**src/ats_pkg.sv**
```systemverilog
// Shared constants, codes and types for the address-to-symbol floor lookup.
// Used by the cell modules, the top level and the port checker; has no dependencies.
package ats_pkg;

    localparam int RANGE_SLOTS = 16;
    localparam int ENTRY_SLOTS = 1024;
    localparam int ADDR_BITS   = 48;
    localparam int ID_BITS     = 16;

    localparam int RCNT_BITS = $clog2(RANGE_SLOTS + 1);
    localparam int ECNT_BITS = $clog2(ENTRY_SLOTS + 1);

    localparam int GROUP_CELLS = 32;
    localparam int GROUP_COUNT = (ENTRY_SLOTS + GROUP_CELLS - 1) / GROUP_CELLS;
    localparam int SWEEP_BITS  = (GROUP_COUNT > 1) ? $clog2(GROUP_COUNT) : 1;

    localparam int MODE_BITS      = 2;
    localparam int IN_ADDR_LSB    = MODE_BITS;
    localparam int IN_END_LSB     = IN_ADDR_LSB + ADDR_BITS;
    localparam int IN_ID_LSB      = IN_END_LSB + ADDR_BITS;
    localparam int IN_BITS        = IN_ID_LSB + ID_BITS;
    localparam int IN_TDATA_BITS  = ((IN_BITS + 7) / 8) * 8;

    localparam int OUT_HIT_BIT    = 1;
    localparam int OUT_ID_LSB     = 2;
    localparam int OUT_START_LSB  = OUT_ID_LSB + ID_BITS;
    localparam int OUT_BITS       = OUT_START_LSB + ADDR_BITS;
    localparam int OUT_TDATA_BITS = ((OUT_BITS + 7) / 8) * 8;

    localparam logic STATUS_DONE = 1'b0;
    localparam logic STATUS_FULL = 1'b1;

    typedef enum logic [MODE_BITS-1:0] {
        MODE_ADD_RANGE  = 2'd0,
        MODE_ADD_SYMBOL = 2'd1,
        MODE_QUERY      = 2'd2,
        MODE_NONE       = 2'd3
    } t_mode;

    typedef struct packed {
        logic                 hit;
        logic [ADDR_BITS-1:0] start;
        logic [ID_BITS-1:0]   id;
    } t_found;

    typedef struct packed {
        logic                 gt;
        logic [ADDR_BITS-1:0] start;
        logic [ID_BITS-1:0]   id;
    } t_link;

endpackage

```
**src/ats_range_cell.sv**
```systemverilog
// One slot of the library range table with its own coverage compare.
// Depends on ats_pkg.
module ats_range_cell (
    input  logic                          i_clk,
    input  logic [ats_pkg::RCNT_BITS-1:0] i_index,
    input  logic [ats_pkg::RCNT_BITS-1:0] i_count,
    input  logic                          i_wr,
    input  logic [ats_pkg::ADDR_BITS-1:0] i_wr_start,
    input  logic [ats_pkg::ADDR_BITS-1:0] i_wr_end,
    input  logic [ats_pkg::ADDR_BITS-1:0] i_addr,
    output logic                          o_cover
);
    import ats_pkg::*;

    logic [ADDR_BITS-1:0] r_start;
    logic [ADDR_BITS-1:0] r_end;
    logic                 w_valid;

    assign w_valid = i_index < i_count;
    assign o_cover = w_valid && (i_addr >= r_start) && (i_addr <= r_end);

    always_ff @(posedge i_clk) begin
        if (i_wr && (i_index == i_count)) begin
            r_start <= i_wr_start;
            r_end   <= i_wr_end;
        end
    end

endmodule

```
**config.mk**
```make
export PLATFORM = sky130hd
export DESIGN_NAME = ats_range_cell
export DESIGN_NICKNAME = d
export VERILOG_FILES = /design/src/ats_pkg.sv /design/src/ats_range_cell.sv
export SDC_FILE = /design/constraint.sdc
export NUM_CORES = 1
export LEC_CHECK = 0
export BUFFER_PORTS_ARGS = -buffer_cell sky130_fd_sc_hd__clkbuf_2
export CORE_ASPECT_RATIO = 0.6
export CORE_MARGIN = 2
export CORE_UTILIZATION = 35
export CTS_CLUSTER_SIZE = 14
export DETAILED_ROUTE_END_ITERATION = 12
export GPL_ROUTABILITY_DRIVEN = 1
export MAX_ROUTING_LAYER = met4
export SYNTH_ARGS = -nofsm -noshare
export SYNTH_HDL_FRONTEND = slang
export SYNTH_SLANG_ARGS = --single-unit
export TNS_END_PERCENT = 30
```
**constraint.sdc**
```tcl
create_clock -name i_clk -period 24.7 [get_ports i_clk]
set_clock_uncertainty 0.2 [all_clocks]
set_input_delay 4.94 -clock i_clk [delete_from_list [all_inputs] [get_ports i_clk]]
set_output_delay 4.94 -clock i_clk [all_outputs]
set_load 0.005 [all_outputs]
```
# ---- Yosys cells after proc, flatten, opt, wreduce, memory -nomap -nowiden
# Index checks and enable logic that the tools add are counted.
# Widths: inputs -> output; s select.
dict set report totals {
  reg_bits 96
  latch_bits 0
  ramBits 0
  romBits 0
  inputBits 156
  out_inout_bits 1
  word_cells 9
  n_memories 0
}
dict set report op_classes {
  n_addsub 0
  multipliers 0
  div 0
  n_lt_le_gt_ge 3
  eq_ne 1
  shift 0
  n_mux 0
  n_bitwise 0
  n_reduce_logical 3
}
# cell count
set ops {}
lappend ops {{$ge 48x48->1} 1}
lappend ops {{$le 48x48->1} 1}
lappend ops {{$eq 5x5->1} 1}
lappend ops {{$lt 5x5->1} 1}
lappend ops {{$logic_and 1x1->1} 3}

# ---- Longest topological paths before layout
dict set report logic_depth {
  depth_word 3
  depth_mapped 8
  depth_no_buf 8
}

# ---- Worst setup path before layout
# Ideal clock, no wire load.
dict set report synth_path {
  path_kind {input-to-reg}
  startpoint {input i_count[4] in the netlist's numbering}
  endpoint {register r_end[0], enable pin}
  setup_time_ns 0.668
  arrival_ns 11.806
  t_required_ns 23.832
  path_slack_ns 12.027
  stages 4
  path_buffers 0
  cell_sequence {inv_1 -> ha_1 -> nand2_1 -> nor3_1}
}
dict set report synth_between {
  elab_chain_len 2
}
# item line_no
set synth_rtl {}
lappend synth_rtl {{start: declaration} ats_range_cell.sv:6} ;# input logic [ats_pkg::RCNT_BITS-1:0] i_count,
lappend synth_rtl {{$eq 5x5->1} ats_range_cell.sv:23} ;# if (i_wr && (i_index == i_count)) begin
lappend synth_rtl {{$logic_and 1x1->1} ats_range_cell.sv:23}
lappend synth_rtl {{end signal: assignment} ats_range_cell.sv:25} ;# r_end <= i_wr_end;
lappend synth_rtl {{end: declaration} ats_range_cell.sv:16} ;# logic [ADDR_BITS-1:0] r_end;
# Every way passes these cells.
# A chain may end at the register's enable or synchronous reset.

# ---- Worst setup path after layout
dict set report layout_path {
  startpoint {input i_addr[15] in the netlist's numbering}
  endpoint {output o_cover}
}
dict set report layout_between {
  elab_chain_len 3
  elab_cells_between_ends 4
  cone_classes {2 x order compare; 2 x reduce/logical}
}
# item line_no
set layout_rtl {}
lappend layout_rtl {{start: declaration} ats_range_cell.sv:10} ;# input logic [ats_pkg::ADDR_BITS-1:0] i_addr,
lappend layout_rtl {{$ge 48x48->1} ats_range_cell.sv:20} ;# assign o_cover = w_valid && (i_addr >= r_start) && (i_addr <= r_end);
lappend layout_rtl {{$logic_and 1x1->1} ats_range_cell.sv:20}
lappend layout_rtl {{$logic_and 1x1->1 (*)} ats_range_cell.sv:20}
lappend layout_rtl {{end: declaration} ats_range_cell.sv:11} ;# output logic o_cover
# Mark *: on every way between the ends. The rest lies on a longest branch, timed or not.

==> run summary <==
Total CTS buffers: 9
Area occupied by multi-input gates: 2128 µm²
Number of hold violations in the final report: 0
Die width: 164.7 µm
Status: complete, no violations
Hold WC Path Type: in -> reg
Final period util: 49.43%
Yosys reg bits: 96
Congestion Overflow GR: 0
Die Y: 100.4 µm
Total core area: 15,240 µm²
Gp weighted congestion: 0.8616
DR vias/cell: 4.631
Worst Path Required: 19,560 ps
Row count: 35
First-pass GRT wire length: 19.42 mm
Pwr per Cell Area: 53.94 nW/µm²
Min cycle time layout: 12,210 ps
Post-detail-place hpwl: 10.15 mm
Post-synth EDFFs: 96
Yosys cell types: 32
Register area share after synthesis: 53.16%
Root Driver: clkbuf_16
Register area: 2883 µm²
Most frequent cells after synthesis: 111 x inv_1, 101 x ha_1, 96 x edfxtp_1, 37 x a21oi_1, 27 x nand2_1
Layout area overhead: 25.10%
Endpoint class of the critical path: output pin
Total track usage: 16.03%
Worst vdd ir: 0.03836 mV
Post-route cell area: 6784 µm²
Io pins: 157
Post-Syn Area per Cell: 11.89 µm²
Slew headroom: 53.60%
Critical path arrival: 7070 ps
Final worst slack: 12,490 ps
CTS-repair resized insts: 0
Syn. warnings: 0
Nets: 882
CTS tree: built
Post-CTS Hold Buffers: 0
H-Tree Depth: 3
Mapped Cells: 456
RSZ-0062 raised after global routing: no
Startpoint Class: input port
Initial antenna violation count: 1
Initial Util: 35.58%
Top cell type's share of synthesized area: 53.16%
Final setup violation count: 0
# Max-Cap Violations: 0
# DRC: 0
Die footprint: 16,540 µm²
Syn Nets: 713
Layout cells sized above 1: 28.25%
Post-Route Setup TNS: 0 ps
DRT Pass-1 Iters: 4
Hold WS: 4569 ps
Max Buffers Root-to-Sink: 2
Wirelength per Cell: 14.50 µm
Synth Flop Type: edfxtp_1
Final number of max-transition violations: 0
WS Path Type: in -> out
Sink Count: 96
CTS clk-pin slew, worst paths: 70 ps
Cell taking the most area after synthesis: edfxtp_1
Worst-margin pin slew: 695.9 ps
Port bufs: 156
Ranking of synthesized cells by area: edfxtp_1 53%, ha_1 23%, inv_1 7.7%, a21oi_1 3.4%, nand2_1 1.9%
Setup bufs post-CTS: 0
CP max FO: 2
Number of routed nets with antenna violations: 0
WL final: 12.09 mm
Most frequent cell after synthesis: inv_1
DR iter-0 viols: 134
Fmax: 81.90 MHz
Mapped Area: 5423 µm²
Vias in the first global route: 3,938
Vias: 3,862
Post-Place Worst Slack: 12,480 ps
Pin count of the biggest net entering global routing: 57
FFs w/ async S/R, synth: 0%
Filler Cells Inserted: 1,463
Placed inst area: 6477 µm²
Leakage: 0.003349 µW
-- where the power goes --
group	switching [µW]	internal (µW)
sequential	0.764	183
combinational	20.2	20.0
clock	62.4	79.8
-- final timing paths --
check                          start          end  slack [ps]  depth (start not counted)
worst max-delay path      i_addr[15]      o_cover       12490                          9
worst min-delay path  i_wr_start[34]  r_start[34]        4570                          1
-- stage by stage --
stage / total power [µW] / util [%] / std cells
2_1_floorplan: 206.8 / - / 456
3_3_place_gp: 225.7 / 42.50 / 817
3_5_place_dp: 227.6 / 42.50 / 817
4_1_cts: 372.6 / 44.50 / 833
5_1_grt: 384.5 / 44.52 / 834
6_report: 365.9 / 44.52 / 834
-- cells by family (layout without fill, tap and decap cells) --
kind of cell	after synthesis	in the layout	synth area share, %
compound gates	78	78	9.114
fa+ha+maj	101	101	23.30
buf+inv	111	285	7.683
flops	96	96	53.16
other cells	0	1	0
simple gates	70	70	6.738
-- layer usage --
layer,global-route usage (%),wire [µm],vias up
met3,6.364,1204,19
li1,-,-,1972
met4,4.348,226,0
met2,23.56,5157,124
met1,20.61,5506,1747
met5,-,0,-
-- cells in the final DEF (no fill, tap or decap), types with 2 or more instances in the layout --
cell,instances
edfxtp_1,96
inv_6,3
nand4_1,14
ha_1,101
a221oi_1,4
nor3_2,2
clkinv_4,2
buf_4,2
nor2b_1,2
nand3_1,6
nand2_1,27
clkbuf_2,156
a21oi_1,37
inv_1,111
nor3_1,4
a21o_1,10
o21ai_0,8
o221ai_1,3
o31ai_1,2
clkbuf_16,9
and4_1,3
o21a_1,5
nor2_1,7
-- area by class of cell --
class	count	share of cell area (%)
well taps	203	3.744
multi-input cells	249	31.37
inverters	111	6.142
repair buffers	158	11.73
clock buffers	9	3.320
flip-flops and latches	96	42.49
clock inverters	7	1.162
diodes	1	0.03689
-- worst max-delay path, cell delays in order --
cell	delay, ps
clkbuf_2	100
ha_1	320
nand4_2	130
nor3_2	260
or4b_1	460
a311oi_1	350
o31ai_1	120
a221oi_2	220
clkbuf_2	160
-- state kept, by name (all words and copies together) (netlist names) --
register  cells
r_start      48
r_end        48
No activity file was read; power rests on OpenSTA's default activity.
