File: src/ats_pkg.sv
// Shared constants, codes and types for the address-to-symbol floor lookup.
// Used by the cell modules, the top level and the port checker; has no dependencies.
package ats_pkg;

    localparam int RANGE_SLOTS = 16;
    localparam int ENTRY_SLOTS = 1024;
    localparam int ADDR_BITS   = 48;
    localparam int ID_BITS     = 16;

    localparam int RCNT_BITS = $clog2(RANGE_SLOTS + 1);
    localparam int ECNT_BITS = $clog2(ENTRY_SLOTS + 1);

    localparam int GROUP_CELLS = 32;
    localparam int GROUP_COUNT = (ENTRY_SLOTS + GROUP_CELLS - 1) / GROUP_CELLS;
    localparam int SWEEP_BITS  = (GROUP_COUNT > 1) ? $clog2(GROUP_COUNT) : 1;

    localparam int MODE_BITS      = 2;
    localparam int IN_ADDR_LSB    = MODE_BITS;
    localparam int IN_END_LSB     = IN_ADDR_LSB + ADDR_BITS;
    localparam int IN_ID_LSB      = IN_END_LSB + ADDR_BITS;
    localparam int IN_BITS        = IN_ID_LSB + ID_BITS;
    localparam int IN_TDATA_BITS  = ((IN_BITS + 7) / 8) * 8;

    localparam int OUT_HIT_BIT    = 1;
    localparam int OUT_ID_LSB     = 2;
    localparam int OUT_START_LSB  = OUT_ID_LSB + ID_BITS;
    localparam int OUT_BITS       = OUT_START_LSB + ADDR_BITS;
    localparam int OUT_TDATA_BITS = ((OUT_BITS + 7) / 8) * 8;

    localparam logic STATUS_DONE = 1'b0;
    localparam logic STATUS_FULL = 1'b1;

    typedef enum logic [MODE_BITS-1:0] {
        MODE_ADD_RANGE  = 2'd0,
        MODE_ADD_SYMBOL = 2'd1,
        MODE_QUERY      = 2'd2,
        MODE_NONE       = 2'd3
    } t_mode;

    typedef struct packed {
        logic                 hit;
        logic [ADDR_BITS-1:0] start;
        logic [ID_BITS-1:0]   id;
    } t_found;

    typedef struct packed {
        logic                 gt;
        logic [ADDR_BITS-1:0] start;
        logic [ID_BITS-1:0]   id;
    } t_link;

endpackage

File: src/ats_entry_cell.sv
// One slot of the sorted symbol chain: shifts toward the tail on insert and
// flags itself as the floor entry on a query. Depends on ats_pkg.
module ats_entry_cell (
    input  logic                          i_clk,
    input  logic                          i_rst_n,
    input  logic [ats_pkg::ECNT_BITS-1:0] i_index,
    input  logic [ats_pkg::ECNT_BITS-1:0] i_count,
    input  logic                          i_insert,
    input  logic                          i_capture,
    input  logic [ats_pkg::ADDR_BITS-1:0] i_addr,
    input  logic [ats_pkg::ID_BITS-1:0]   i_id,
    input  ats_pkg::t_link                i_prev,
    input  logic                          i_next_le,
    output ats_pkg::t_link                o_link,
    output logic                          o_le,
    output ats_pkg::t_found               o_found
);
    import ats_pkg::*;

    logic [ADDR_BITS-1:0] r_start;
    logic [ID_BITS-1:0]   r_id;
    logic                 r_le;
    logic                 w_valid;
    logic                 w_above;
    logic                 w_gt;
    logic                 w_load;

    assign w_valid = i_index < i_count;
    assign w_above = r_start > i_addr;
    assign w_gt    = w_valid && w_above;
    assign w_load  = i_insert && (w_gt || (i_index == i_count));

    always_ff @(posedge i_clk) begin
        if (w_load) begin
            r_start <= i_prev.gt ? i_prev.start : i_addr;
            r_id    <= i_prev.gt ? i_prev.id : i_id;
        end
    end

    always_ff @(posedge i_clk) begin
        if (!i_rst_n) begin
            r_le <= 1'b0;
        end else if (i_capture) begin
            r_le <= w_valid && !w_above;
        end
    end

    assign o_link = '{gt: w_gt, start: r_start, id: r_id};
    assign o_le   = r_le;

    always_comb begin
        o_found = '0;
        if (r_le && !i_next_le) begin
            o_found = '{hit: 1'b1, start: r_start, id: r_id};
        end
    end

endmodule

File: config.mk
export PLATFORM = sky130hd
export DESIGN_NAME = ats_entry_cell
export DESIGN_NICKNAME = d
export VERILOG_FILES = /design/src/ats_pkg.sv /design/src/ats_entry_cell.sv
export SDC_FILE = /design/constraint.sdc
export NUM_CORES = 1
export LEC_CHECK = 0
export ABC_AREA = 1
export BUFFER_PORTS_ARGS = -buffer_cell sky130_fd_sc_hd__buf_2
export CAP_MARGIN = 20
export CELL_PAD_IN_SITES_DETAIL_PLACEMENT = 0
export CELL_PAD_IN_SITES_GLOBAL_PLACEMENT = 1
export CORE_UTILIZATION = 30
export CTS_CLUSTER_SIZE = 40
export DETAILED_ROUTE_END_ITERATION = 8
export PLACE_DENSITY = 0.78
export SYNTH_ARGS = -nofsm -noshare
export SYNTH_HDL_FRONTEND = slang
export SYNTH_SLANG_ARGS = --single-unit
File: constraint.sdc
create_clock -name i_clk -period 5.8 [get_ports i_clk]
set_clock_uncertainty 0.1 [all_clocks]
set_input_delay 1.16 -clock i_clk [delete_from_list [all_inputs] [get_ports i_clk]]
set_output_delay 1.16 -clock i_clk [all_outputs]
set_load 0.02 [all_outputs]
---- Yosys cells after proc, flatten, opt, wreduce, memory -nomap -nowiden ----
Index checks and enable logic that the tools add are counted.
Widths: inputs -> output; s select.
storage, ports and cells
  memories kept ........................... 0
  input port bits ......................... 156
  RAM bits ................................ 0
  bits in registers ....................... 65
  output and inout port bits .............. 131
  bits in latches ......................... 0
  logic and storage cells ................. 16
  ROM bits ................................ 0
cells by class
  bitwise gates (word level) .............. 0
  shift operators ......................... 0
  mux-type cells .......................... 3
  reductions and logical operators ........ 7
  order comparisons ....................... 2
  add/sub/neg operators ................... 0
  equality and inequality tests ........... 1
  $mul .................................... 0
  divide/modulo/power cells ............... 0
operators by type and width
  operator           number
  $mux 65            1
  $gt 48x48->1       1
  $mux 48            1
  $mux 16            1
  $eq 11x11->1       1
  $lt 11x11->1       1
  $logic_and 1x1->1  4
  $logic_not 1->1    2
  $logic_or 1x1->1   1

---- Longest topological paths before layout ----
  depth in word-level cells ............... 4
  depth in mapped cells ................... 16
  depth with buffers taken out ............ 16

---- Least setup slack after synthesis ----
No wires, ideal clock.
  path type ............................... input to register
  from .................................... input port i_addr[47] (netlist name)
  to ...................................... register r_id[0], enable pin
  arrival time ............................ 4.028 ns
  path buffers ............................ 0
  setup slack ............................. 1.227 ns
  required time ........................... 5.256 ns
  stages .................................. 12
  setup time .............................. 0.444 ns
  path through ............................ inv_1 ha_1 nand2_1 nor2_2 nand2_2 inv_2 nand4_2 nor2_1 nand2_1 nand3_2 nand3b_2 a21oi_2
between the ends
  cells in the longest elaborated chain, start to end .. 4
ends and longest elaborated chain
  element               line                  RTL
  from (decl)           ats_entry_cell.sv:10  input logic [ats_pkg::ADDR_BITS-1:0] i_addr,
  $gt 48x48->1          ats_entry_cell.sv:29  assign w_above = r_start > i_addr;
  $logic_and 1x1->1     ats_entry_cell.sv:30  assign w_gt = w_valid && w_above;
  $logic_or 1x1->1      ats_entry_cell.sv:31  assign w_load = i_insert && (w_gt || (i_index == i_count));
  $logic_and 1x1->1     ats_entry_cell.sv:31
  named net w_load      ats_entry_cell.sv:26  logic w_load;
  to (signal assigned)  ats_entry_cell.sv:36  r_id <= i_prev.gt ? i_prev.id : i_id;
  to (decl)             ats_entry_cell.sv:21  logic [ID_BITS-1:0] r_id;
The timed path passes the listed nets, and every way through them passes these cells.
A chain may end at the register's enable or synchronous reset.

==> results by group <==
Synthesis
  • Main flop type after synthesis: edfxtp_1
  • Largest family of logic cells by synthesized area: simple AND/OR/NAND/NOR gates
  • Compound-gate portion of the synthesized area: 0.0923
  • Post-Synth Adder-Cell Area: 0.154
  • EDFF count, synth: 64
  • Post-synthesis mux area share: 0.0400
  • Xor/xnor share of the synthesized area: 0
  • Synth Area in Simple Gates: 0.178
  • Syn Area/Cell: 8.01 um2
  • Register bit count reported by yosys: 65
  • Synth Instances: 597
  • Sequential-to-total area share from yosys stat: 0.406
  • Syn. warnings: 0
  • FFs w/ async S/R, synth: 0
  • Netlist cell types: 28
  • Syn nets: 812
  • Post-Syn Area: 0.00478 mm2

Drt
  • DRC Markers: 0
  • Antenna Nets Post-Route: 0
  • Via/cell ratio: 4.25
  • DRT Wirelength: 14.0 mm
  • Pre-antenna DRT Iters: 4
  • Routed len/inst: 12.9 um
  • Via count: 4646
  • Initial DRC Count: 205

Timing
  • Max Fclk: 0.256 GHz
  • Final-report hold violation count: 0
  • RSZ-0062 raised after global routing: false
  • Tmin final: 3.91 ns
  • Setup ws final: 1.89 ns
  • Slew margin rel.: 0.315
  • Final setup viols: 0
  • Worst-margin pin slew: 1.03 ns
  • Slew Limit Fails: 0
  • Tcrit/Tclk final: 0.674
  • WHS: 0.425 ns
  • Setup TNS: 0 ns

Setup path
  • Crit-path max FO: 2
  • Worst EP required: 4.54 ns
  • Worst Path Arrival: 2.65 ns
  • Startpoint types: input port
  • Slowest stage cell, crit path: ha_1
  • CP Class: in2out
  • Largest stage delay, worst path: 0.29 ns
  • Crit. End Element: output port
  • CP top delay family: simple AND/OR/NAND/NOR gates
  • CP Buf/Inv Count: 5
  • Crit path cell chain: buf_2, inv_1, ha_1, nand2_1, nor2_2, nand2_2, inv_2, nand4_2, nor2_1, nand2_1, nand3_2, nand3b_2, inv_1, buf_2

Status
  • Outcome: finished clean

Clock network
  • Post-CTS Setup Bufs: 0
  • Number of buffers created by CTS: 9
  • H-tree depth: 3
  • Skew-Pair Late Insertion Delay: 0.33 ns
  • CTS Buffer Depth: 2
  • CTS tree: done
  • CTS Root Cell: clkbuf_16
  • Num Clock Sinks: 65
  • Clk slew on worst S/H paths: 0.06 ns
  • Hold buffers post-CTS: 0
  • Post-CTS sizing: 0

Global routing
  • Global route overflow: 0
  • Largest net degree at the start of global routing: 112
  • Grt met1 use: 0.201
  • First-pass GRT wire length: 21.3 mm
  • Gr busiest metal: met2
  • Vias in the first global route: 4348
  • Aggregate global-route resource usage: 0.169
  • Initial antenna violation count: 0
  • Met3 GRT Util: 0.0363
  • Routing usage on met2: 0.299

Finish
  • Post-route core utilization: 0.441
  • Synthesis-to-finish area growth: 41.6%
  • Sequential cell area: 0.00194 mm2
  • Combined area of the multi-input logic cells: 0.00223 mm2
  • Ant. Diodes: 0
  • Filler instances: 1614
  • Total Nets Final: 1092
  • Layout cell share with drive strength beyond 1: 0.381
  • Finished Layout Cells: 1093

Floorplan
  • Core Area: 0.0154 mm2
  • Rows: 45
  • Die Y: 128 um
  • Initial Util: 0.311
  • Die ar.: 0.0165 mm2
  • Chip width: 128 um
  • Num ports: 287

Run
  • Max cap viols: 0

Pwr
  • Leakage: 3.87 nW
  • Pwr dens: 222 mW/mm2
  • Maximum VDD drop: 0.000110 V

Placement
  • Dpl hpwl: 11.0 mm
  • DP Worst Slack: 1.84 ns
  • Number of port buffers: 286
  • Placed cell count: 1077
  • Routability Congestion: 0.786

Hold path
  • Hold Path Class: reg2reg
==> where the power goes <==
| part | switching (W) | internal (W) |
|---|---|---|
| combinational | 0.000180 | 0.000125 |
| clock | 0.000211 | 0.000418 |
| sequential | 0.0000177 | 0.000551 |
| total | 0.000409 | 0.00109 |
==> cells in the final DEF, fill, tap and decap left out, types with 2 or more instances in the layout <==
cell type	netlist	routed
bufinv_16	0	3
nand2_1	112	112
nor2_1	79	79
buf_2	3	285
nand2_2	2	2
a21oi_1	25	25
nor3_2	2	2
inv_1	139	139
a21o_1	2	2
nor2_2	2	2
nand3_2	2	2
o21ai_0	51	51
nand3_1	4	4
inv_2	5	5
nand4_1	3	3
buf_4	1	2
ha_1	59	59
o21a_1	2	2
edfxtp_1	64	64
clkbuf_16	0	9
mux2_2	17	17
==> metal layers <==
metal / share of wire / up-vias
met4: 0.011 / 0
met5: 0 / -
met1: 0.43 / 2009
met2: 0.49 / 176
li1: - / 2449
met3: 0.063 / 12
==> area by class of cell <==
class	count	area share
inverter	144	0.0798
clock inverter	6	0.0157
tap	211	0.0390
timing repair buffer	288	0.216
multi-input combinational	369	0.329
sequential	65	0.287
clock buffer	10	0.0338
==> Yosys cell counts, types with 2 or more instances <==
master,n,area [um2]
nand3_2,2,20.0
nand2_2,2,12.5
o21a_1,2,15.0
nand4_1,3,18.8
clkbuf_1,13,48.8
nor2_1,79,297
a21oi_2,2,17.5
inv_2,5,18.8
nand3_1,4,20.0
nor3_2,2,20.0
a21oi_1,25,125
buf_2,3,15.0
o21ai_0,51,255
inv_1,139,522
nand2_1,112,420
ha_1,59,738
buf_1,2,7.51
nor2_2,2,12.5
edfxtp_1,64,1920
a21o_1,2,15.0
mux2_2,17,191
==> cell families (layout without fill, tap and decap cells) <==
family / after synthesis / count (layout)
AND/OR/NAND/NOR: 209 / 209
AO/OA/AOI/OAI: 84 / 84
multiplexers: 17 / 17
buffers and inverters: 163 / 448
adder cells (fa/ha/maj): 59 / 59
flip-flops: 65 / 65
==> final timing paths <==
check / startpoint / endpoint / slack, ns / cells past startpoint
setup / recovery: i_addr[47] / o_link[64] / 1.89 / 14
hold / removal: o_le / o_le / 0.42 / 2
setup reg to reg: r_start[46] / r_start[47] / 2.71 / 12
hold reg to reg: o_le / o_le / 0.42 / 2
==> worst min-delay path, stage by stage, from the launching register on <==
cell,delay [ns]
dfxtp_1,0.34
nand2_1,0.09
a21oi_2,0.05
==> registers in the layout (all words and copies together) (netlist names) <==
| name | count |
|---|---|
| r_id | 16 |
| r_start | 48 |
| o_le | 1 |
==> metrics by stage <==
stage / cell area (um2) / power [W]
after CTS: 6770 / 0.00153
after detailed placement: 6440 / 0.000888
final: 6770 / 0.00150
after floorplan: 4780 / 0.000762
after global placement: 6440 / 0.000885
after global routing: 6770 / 0.00158
No activity file was read; power rests on OpenSTA's default activity.
